`src/rtl/mlfq_pkg.sv`:
```
package mlfq_pkg;

  // Fixed shape of the scheduler.
  localparam int LEVELS            = 3;
  localparam int DEF_PROCESS_SLOTS = 16;
  localparam int SLOT_W            = 4;
  localparam int TIME_W            = 16;
  localparam int SLICE_W           = 8;
  localparam int LVL_W             = 2;
  localparam int CFG_IDX_W         = 2;

  localparam logic [LVL_W-1:0] LVL_FIRST  = 2'd0;
  localparam logic [LVL_W-1:0] LVL_LOWEST = 2'd2;

  // Commands carried by an input item.
  localparam logic CMD_ADMIT = 1'b0;
  localparam logic CMD_TICK  = 1'b1;

  // Configuration register indexes.
  localparam logic [CFG_IDX_W-1:0] REG_SLICE0 = 2'd0;
  localparam logic [CFG_IDX_W-1:0] REG_SLICE1 = 2'd1;
  localparam logic [CFG_IDX_W-1:0] REG_SLICE2 = 2'd2;

  localparam logic [SLICE_W-1:0] SLICE0_RST = 8'd2;
  localparam logic [SLICE_W-1:0] SLICE1_RST = 8'd4;
  localparam logic [SLICE_W-1:0] SLICE2_RST = 8'd8;

  typedef enum logic [2:0] {
    ST_IDLE       = 3'd0,
    ST_TERMINATED = 3'd1,
    ST_DEMOTED    = 3'd2,
    ST_REQUEUED   = 3'd3,
    ST_ADMITTED   = 3'd4,
    ST_REJECTED   = 3'd5
  } status_t;

  typedef enum logic {
    FSM_WAIT = 1'b0,
    FSM_EXEC = 1'b1
  } fsm_state_t;

  typedef struct packed {
    logic              command;
    logic [SLOT_W-1:0] slot;
    logic [TIME_W-1:0] burst;
  } sched_in_t;

  typedef struct packed {
    status_t            status;
    logic [SLOT_W-1:0]  slot_res;
    logic [LVL_W-1:0]   level;
    logic [SLICE_W-1:0] ran;
    logic [TIME_W-1:0]  left;
  } sched_out_t;

  // One queue entry: the slot and its remaining run time travel together.
  typedef struct packed {
    logic [SLOT_W-1:0] slot;
    logic [TIME_W-1:0] left;
  } q_entry_t;

  // Update request from the sequencer to the level bookkeeping.
  typedef struct packed {
    logic              pop;
    logic [LVL_W-1:0]  lvl_pop;
    logic              push;
    logic [LVL_W-1:0]  lvl_push;
    logic              mark_set;
    logic              mark_clr;
    logic [SLOT_W-1:0] slot;
  } lvl_upd_t;

  // Highest-priority non-empty level.
  typedef struct packed {
    logic             any;
    logic [LVL_W-1:0] lvl;
  } lvl_pick_t;

endpackage

```
`src/rtl/mlfq_scheduler_tick.sv`:
```
// Three-level feedback queue scheduler.
// Input channel (in_valid, in_ready, in_item) carries one command per item:
// an admit places a slot with its burst time at the tail of level 0, a tick
// runs the head of the highest-priority non-empty level for the smaller of
// that level's slice and its remaining time, then retires, demotes or
// requeues it; an admit of a busy or out-of-range slot or of a zero burst is
// rejected. Every item yields exactly one result item on the output channel
// (out_valid, out_ready, out_item). In the accept step the head entry of the
// chosen level is read from the queue memory; in the execute step, once the
// output register is free, the entry is updated, written back at the tail of
// its new level unless it retires, and the result is loaded into the output
// register. No new item is accepted until the execute step of the last one is
// done. The output register lets a new item be accepted while a result waits; if
// the receiver still holds off when the next result is ready, the block
// waits in its execute step and takes no further item.
// Reset empties all levels and clears the busy marks at once (no clearing
// pass is needed) and loads the slices with 2, 4 and 8 ticks. The slices are
// written through cfg_we, cfg_index and cfg_data; the user must write them only
// while the block is idle, as the block itself does not enforce it.
module mlfq_scheduler_tick import mlfq_pkg::*; #(
  parameter int PROCESS_SLOTS = DEF_PROCESS_SLOTS
) (
  input  logic                 clk,
  input  logic                 rst,
  input  logic                 in_valid,
  output logic                 in_ready,
  input  sched_in_t            in_item,
  output logic                 out_valid,
  input  logic                 out_ready,
  output sched_out_t           out_item,
  input  logic                 cfg_we,
  input  logic [CFG_IDX_W-1:0] cfg_index,
  input  logic [SLICE_W-1:0]   cfg_data
);

  localparam int DEPTH = 3 * PROCESS_SLOTS;
  localparam int AW    = $clog2(DEPTH);

  fsm_state_t state, state_next;

  // Item held for the execute step.
  sched_in_t item_q;

  // Slice registers, one per level.
  logic [SLICE_W-1:0] slice_reg [LEVELS];

  lvl_pick_t     pick;
  lvl_upd_t      upd_raw, upd;
  logic [AW-1:0] rd_addr, wr_addr;
  logic          rd_en;
  logic          slot_free;
  q_entry_t      rd_data, wr_data;
  sched_out_t    res;
  logic          fire;

  logic [SLICE_W-1:0] slice_sel;
  logic [SLICE_W-1:0] run;
  logic [TIME_W-1:0]  left_v;

  mlfq_level_ctrl #(
    .PROCESS_SLOTS (PROCESS_SLOTS),
    .AW            (AW)
  ) u_levels (
    .clk       (clk),
    .rst       (rst),
    .upd       (upd),
    .pick      (pick),
    .rd_addr   (rd_addr),
    .wr_addr   (wr_addr),
    .chk_slot  (item_q.slot),
    .slot_free (slot_free)
  );

  mlfq_queue_mem #(
    .DEPTH (DEPTH),
    .AW    (AW)
  ) u_mem (
    .clk     (clk),
    .rd_en   (rd_en),
    .rd_addr (rd_addr),
    .rd_data (rd_data),
    .wr_en   (upd.push),
    .wr_addr (wr_addr),
    .wr_data (wr_data)
  );

  // Configuration writes; an index beyond the slice registers is ignored.
  always_ff @(posedge clk) begin
    if (rst) begin
      slice_reg[0] <= SLICE0_RST;
      slice_reg[1] <= SLICE1_RST;
      slice_reg[2] <= SLICE2_RST;
    end else if (cfg_we) begin
      unique case (cfg_index)
        REG_SLICE0: slice_reg[0] <= cfg_data;
        REG_SLICE1: slice_reg[1] <= cfg_data;
        REG_SLICE2: slice_reg[2] <= cfg_data;
        default: ;
      endcase
    end
  end

  // The counts do not move between accept and execute, so the pick made
  // for the memory read is still the right one in the execute step.
  always_comb begin
    slice_sel = slice_reg[pick.lvl];
    run       = ({8'b0, slice_sel} < rd_data.left) ? slice_sel
                                                   : rd_data.left[SLICE_W-1:0];
    left_v    = rd_data.left - TIME_W'(run);
  end

  // Result, bookkeeping update and write-back entry for the held item.
  always_comb begin
    res            = '0;
    res.status     = ST_IDLE;
    upd_raw        = '0;
    wr_data        = '0;
    if (item_q.command == CMD_ADMIT) begin
      res.slot_res = item_q.slot;
      res.level    = LVL_FIRST;
      res.left     = item_q.burst;
      if (slot_free && item_q.burst != '0) begin
        res.status       = ST_ADMITTED;
        upd_raw.push     = 1'b1;
        upd_raw.lvl_push = LVL_FIRST;
        upd_raw.mark_set = 1'b1;
        upd_raw.slot     = item_q.slot;
        wr_data.slot     = item_q.slot;
        wr_data.left     = item_q.burst;
      end else begin
        res.status       = ST_REJECTED;
      end
    end else if (pick.any) begin
      res.slot_res    = rd_data.slot;
      res.level       = pick.lvl;
      res.ran         = run;
      res.left        = left_v;
      upd_raw.pop     = 1'b1;
      upd_raw.lvl_pop = pick.lvl;
      upd_raw.slot    = rd_data.slot;
      wr_data.slot    = rd_data.slot;
      wr_data.left    = left_v;
      if (left_v == '0) begin
        res.status       = ST_TERMINATED;
        upd_raw.mark_clr = 1'b1;
      end else if (pick.lvl == LVL_LOWEST) begin
        res.status       = ST_REQUEUED;
        upd_raw.push     = 1'b1;
        upd_raw.lvl_push = LVL_LOWEST;
      end else begin
        res.status       = ST_DEMOTED;
        upd_raw.push     = 1'b1;
        upd_raw.lvl_push = pick.lvl + LVL_W'(1);
      end
    end
  end

  // Sequencer: accept and read, then execute once the output register is free.
  always_comb begin
    state_next = state;
    in_ready   = 1'b0;
    rd_en      = 1'b0;
    fire       = 1'b0;
    unique case (state)
      FSM_WAIT: begin
        in_ready = 1'b1;
        if (in_valid) begin
          rd_en      = (in_item.command == CMD_TICK);
          state_next = FSM_EXEC;
        end
      end
      FSM_EXEC: begin
        if (!out_valid || out_ready) begin
          fire       = 1'b1;
          state_next = FSM_WAIT;
        end
      end
      default: state_next = FSM_WAIT;
    endcase
  end

  // Updates reach the levels and the memory only in the cycle that retires.
  always_comb begin
    upd = upd_raw;
    if (!fire) begin
      upd = '0;
    end
  end

  always_ff @(posedge clk) begin
    if (rst) begin
      state <= FSM_WAIT;
    end else begin
      state <= state_next;
    end
  end

  always_ff @(posedge clk) begin
    if (in_valid && in_ready) begin
      item_q <= in_item;
    end
  end

  always_ff @(posedge clk) begin
    if (rst) begin
      out_valid <= 1'b0;
    end else if (fire) begin
      out_valid <= 1'b1;
    end else if (out_ready) begin
      out_valid <= 1'b0;
    end
  end

  always_ff @(posedge clk) begin
    if (fire) begin
      out_item <= res;
    end
  end

endmodule

```
`src/rtl/mlfq_queue_mem.sv`:
```
module mlfq_queue_mem import mlfq_pkg::*; #(
  parameter int DEPTH = 3 * DEF_PROCESS_SLOTS,
  parameter int AW    = $clog2(3 * DEF_PROCESS_SLOTS)
) (
  input  logic          clk,
  input  logic          rd_en,
  input  logic [AW-1:0] rd_addr,
  output q_entry_t      rd_data,
  input  logic          wr_en,
  input  logic [AW-1:0] wr_addr,
  input  q_entry_t      wr_data
);

  q_entry_t mem [DEPTH];

  always_ff @(posedge clk) begin
    if (wr_en) begin
      mem[wr_addr] <= wr_data;
    end
  end

  // Read data is held until the next read.
  always_ff @(posedge clk) begin
    if (rd_en) begin
      rd_data <= mem[rd_addr];
    end
  end

endmodule

```
`src/rtl/mlfq_levels.sv`:
```
module mlfq_level_ctrl import mlfq_pkg::*; #(
  parameter int PROCESS_SLOTS = DEF_PROCESS_SLOTS,
  parameter int AW            = $clog2(3 * DEF_PROCESS_SLOTS)
) (
  input  logic              clk,
  input  logic              rst,
  input  lvl_upd_t          upd,
  output lvl_pick_t         pick,
  output logic [AW-1:0]     rd_addr,
  output logic [AW-1:0]     wr_addr,
  input  logic [SLOT_W-1:0] chk_slot,
  output logic              slot_free
);

  localparam int HW = $clog2(PROCESS_SLOTS);
  localparam int CW = $clog2(PROCESS_SLOTS + 1);
  localparam int TW = CW + 1;
  localparam int SW = $clog2(PROCESS_SLOTS);
  localparam logic [AW-1:0] BASE1 = AW'(PROCESS_SLOTS);
  localparam logic [AW-1:0] BASE2 = AW'(2 * PROCESS_SLOTS);
  localparam logic [HW-1:0] HEAD_LAST = HW'(PROCESS_SLOTS - 1);
  localparam logic [TW-1:0] WRAP = TW'(PROCESS_SLOTS);

  logic [HW-1:0] head   [LEVELS];
  logic [CW-1:0] count  [LEVELS];
  logic          queued [PROCESS_SLOTS];

  logic [TW-1:0] tail_sum;
  logic [HW-1:0] tail_pos;
  logic          in_range;

  function automatic logic [AW-1:0] level_base(input logic [LVL_W-1:0] l);
    logic [AW-1:0] b;
    unique case (l)
      2'd0:    b = '0;
      2'd1:    b = BASE1;
      default: b = BASE2;
    endcase
    return b;
  endfunction

  // Priority pick over the three levels.
  always_comb begin
    pick.any = 1'b1;
    pick.lvl = LVL_LOWEST;
    if (count[0] != '0) begin
      pick.lvl = LVL_FIRST;
    end else if (count[1] != '0) begin
      pick.lvl = 2'd1;
    end else if (count[2] == '0) begin
      pick.any = 1'b0;
    end
  end

  assign rd_addr = level_base(pick.lvl) + AW'(head[pick.lvl]);

  // Tail position; head + count stays below twice the depth.
  always_comb begin
    tail_sum = TW'(head[upd.lvl_push]) + TW'(count[upd.lvl_push]);
    if (tail_sum >= WRAP) begin
      tail_sum = tail_sum - WRAP;
    end
    tail_pos = tail_sum[HW-1:0];
  end

  assign wr_addr = level_base(upd.lvl_push) + AW'(tail_pos);

  assign in_range  = 32'(chk_slot) < PROCESS_SLOTS;
  assign slot_free = in_range && !queued[SW'(chk_slot)];

  always_ff @(posedge clk) begin
    if (rst) begin
      for (int l = 0; l < LEVELS; l++) begin
        head[l]  <= '0;
        count[l] <= '0;
      end
      for (int s = 0; s < PROCESS_SLOTS; s++) begin
        queued[s] <= 1'b0;
      end
    end else begin
      for (int l = 0; l < LEVELS; l++) begin
        if (upd.pop && upd.lvl_pop == LVL_W'(l)) begin
          head[l] <= (head[l] == HEAD_LAST) ? '0 : head[l] + HW'(1);
        end
        if (upd.pop && upd.lvl_pop == LVL_W'(l) &&
            !(upd.push && upd.lvl_push == LVL_W'(l))) begin
          count[l] <= count[l] - CW'(1);
        end else if (upd.push && upd.lvl_push == LVL_W'(l) &&
                     !(upd.pop && upd.lvl_pop == LVL_W'(l))) begin
          count[l] <= count[l] + CW'(1);
        end
      end
      if (upd.mark_set) begin
        queued[SW'(upd.slot)] <= 1'b1;
      end else if (upd.mark_clr) begin
        queued[SW'(upd.slot)] <= 1'b0;
      end
    end
  end

endmodule

```
`config.mk`:
```
export PLATFORM = sky130hd
export DESIGN_NAME = mlfq_scheduler_tick
export DESIGN_NICKNAME = d
export VERILOG_FILES = /design/src/rtl/mlfq_pkg.sv /design/src/rtl/mlfq_scheduler_tick.sv /design/src/rtl/mlfq_queue_mem.sv /design/src/rtl/mlfq_levels.sv
export SDC_FILE = /design/constraint.sdc
export NUM_CORES = 2
export LEC_CHECK = 0
export ABC_AREA = 0
export BUFFER_PORTS_ARGS = -buffer_cell sky130_fd_sc_hd__clkbuf_2
export CAP_MARGIN = 20
export CELL_PAD_IN_SITES_DETAIL_PLACEMENT = 0
export CELL_PAD_IN_SITES_GLOBAL_PLACEMENT = 1
export CORE_MARGIN = 2
export CORE_UTILIZATION = 50
export CTS_CLUSTER_SIZE = 24
export DETAILED_ROUTE_END_ITERATION = 10
export PLACE_DENSITY_LB_ADDON = 0.1
export SETUP_SLACK_MARGIN = 0.4
export SLEW_MARGIN = 0
export SYNTH_ARGS = -nofsm -noshare
export SYNTH_HDL_FRONTEND = slang
export SYNTH_SLANG_ARGS = --single-unit
```
`constraint.sdc`:
```
create_clock -name clk -period 9 [get_ports clk]
set_input_delay 0.9 -clock clk [delete_from_list [all_inputs] [get_ports clk]]
set_output_delay 0.9 -clock clk [all_outputs]
set_load 0.005 [all_outputs]
```
==> reports/summary.txt <==
Initial DRT Pass Iterations: 5
Cell with the largest stage delay on the worst path: or4_1
Antenna violations before repair: 5
Reg area: 33180 um2
Vias per cell: 6.137
Worst setup SP type: flip-flop
Die Wd: 305.5 um
Leakage Power: 16.85 nW
Hold Vio Cnt, Final: 0
Die Ht: 305.5 um
Async SR Flop Fraction: 0%
Final Setup Violations: 0
Routability cong.: 0.9369
Status: complete, no violations
Largest register FFs: 960
Top area cells in the synthesized netlist: edfxtp_1 73%, mux4_2 12%, nand2_1 1.7%
Post-synth EDFFs: 1101
Ys Warns: 0
Worst-Margin Slew: 1.164 ns
Fin Clk Skew: 0.02307 ns
Vias post-DR: 24.11k
Total of max-cap violations: 0
Wirelength per Cell: 29.72 um
CTS clk-pin slew, worst paths: 0.06 ns
NumNets Final: 2724
Ys flop type: edfxtp_1
Tot GR Track Use: 25.18%
Initial Util: 50.50%
Most frequent cells in the layout: 1101 x edfxtp_1, 245 x mux4_2, 201 x nand2_1, 115 x clkbuf_16, 93 x buf_4
Final WS setup: 0.7132 ns
TritonCTS buffer count: 114
Total core area: 90010 um2
Min Tclk post-route: 8.287 ns
Pre-CTS WS: 0.2591 ns
Die ar.: 93340 um2
DP HPWL: 73090 um
Slew headroom: 22.09%
IO Port Bufs: 70
Hold crit path type: in2reg
N_diodes: 0
CP required: 9.38 ns
Fin area: 52100 um2
Synth cell types: 90
Leading cell type in the layout, fill and taps excluded: edfxtp_1
Placed Area: 48020 um2
Slew Limit Fails: 0
Synth Register Bits: 1107
Mapped Nets: 2547
Fmax: 120.7 MHz
Cell area after synthesis: 45460 um2
Crit share post-route: 92.08%
Vias in the first global route: 24.20k
RSZ-0062 raised after global routing: yes
Area Growth Syn to Fin: 14.62%
CTS root buf: clkbuf_16
Slowest stage delay, CP: 0.54 ns
R2r worst-path depth: 31
ANT nets after route: 0
Worst-path maximum fanout: 20
Worst skew pair latency: 0.71 ns
GRT overflow: 0
Pin count of the biggest net entering global routing: 128
Share of layout cells above drive strength 1: 26.95%
Post-synth top area share: 72.73%
Multi-input logic area: 12070 um2
Post-Route WL: 116800 um
Dominant cell type by area after synthesis: edfxtp_1
Synthesized instance count: 2483
CTS tree: built
Hold-fix buffers at CTS: 0
Ports: 71
DR DRC count: 0
Setup TNS: 0 ns
Longest Clk Path Bufs: 3
First-pass GRT wire length: 168300 um
CP arrival: 8.67 ns
Iter 0 DRT Violations: 2552
Hold Crit Depth: 1
Syn avg cell area: 18.31 um2
CTS H-tree lvls: 3
CTS sink cnt: 1107
Crit Path Category: reg2reg
Maximum VDD drop: 180.3 uV
Sequential fraction of the synthesis area: 73.00%
Endpoint type of the worst setup path: flip-flop
# rows: 110
Fillers: 6795
Hold WS: 0.3757 ns
PD cells: 240.1 nW/um2
-- cell families after synthesis --
family / count (synthesis) / synth area share (%)
AO/OA/AOI/OAI: 324 / 5.023
XOR/XNOR: 32 / 0.6771
adder cells (fa/ha/maj): 34 / 0.9689
AND/OR/NAND/NOR: 496 / 5.103
multiplexers: 318 / 13.77
buffers and inverters: 172 / 1.462
flip-flops: 1107 / 73.00
-- stage by stage --
stage,util (%),std cells,power [mW]
after global placement,53.35,3709,7.903
final,57.88,3929,12.51
after detailed placement,53.35,3709,7.931
after global routing,57.88,3929,12.92
after floorplan,-,2483,7.175
after CTS,57.48,3918,12.56
-- critical path, delay by kind of cell (launching register included) --
family                   cells  cell delay, ns
buffers and inverters        4            1.01
multiplexers                 1            0.18
AO/OA/AOI/OAI               10            2.37
XOR/XNOR                     1            0.32
flip-flops                   1            0.40
adder cells (fa/ha/maj)      5            1.74
AND/OR/NAND/NOR             10            1.93
-- layer usage --
metal	global-route usage (%)	part of all wire, %	up-vias
met2	41.44	50	851
met3	3.619	5.9	171
met4	7.034	2.5	2
li1	-	-	10390
met1	35.49	42	12700
met5	0	0.0060	-
-- synth_stat cells, types with 25 or more instances --
cell and count:
nand2_1 208, o21ai_0 56, a21oi_1 66, nor2b_1 25, edfxtp_1 1101, buf_1 35, mux2i_1 67, clkbuf_1 87
mux4_2 245, a211oi_1 46, inv_1 38, nand3_1 43, nor2_1 119
-- power breakdown --
part / internal, mW / switching (mW) / total, mW
Sequential: 5.99 / 0.0556 / 6.05
Combinational: 0.589 / 1.23 / 1.82
Clock: 2.68 / 1.96 / 4.64
-- final cells by class --
type                            count  area share (%)
Clock inverter                     78           1.472
Sequential cell                  1107           63.69
Tap cell                         1176           2.824
Timing Repair Buffer              193           2.920
Inverter                           40          0.2882
Clock buffer                      131           5.639
Multi-Input combinational cell   1204           23.17
-- repair_timing --
item | CTS | global route
setup endpoints to repair | 739 | 961
resized for setup | 5 | 52
buffers inserted | 0 | 7
pin swaps | 0 | 3
-- path summary, 6_finish.rpt --
path                                          to  slack, ns            startpoint
worst max-delay path            u_mem.mem[17][1]       0.71  u_levels.count[1][1]
worst max register to register  u_mem.mem[17][1]       0.71  u_levels.count[1][1]
worst min-delay path                  item_q[10]       0.38           in_item[10]
worst min register to register         out_valid       0.51             out_valid
No activity file was read; power rests on OpenSTA's default activity.
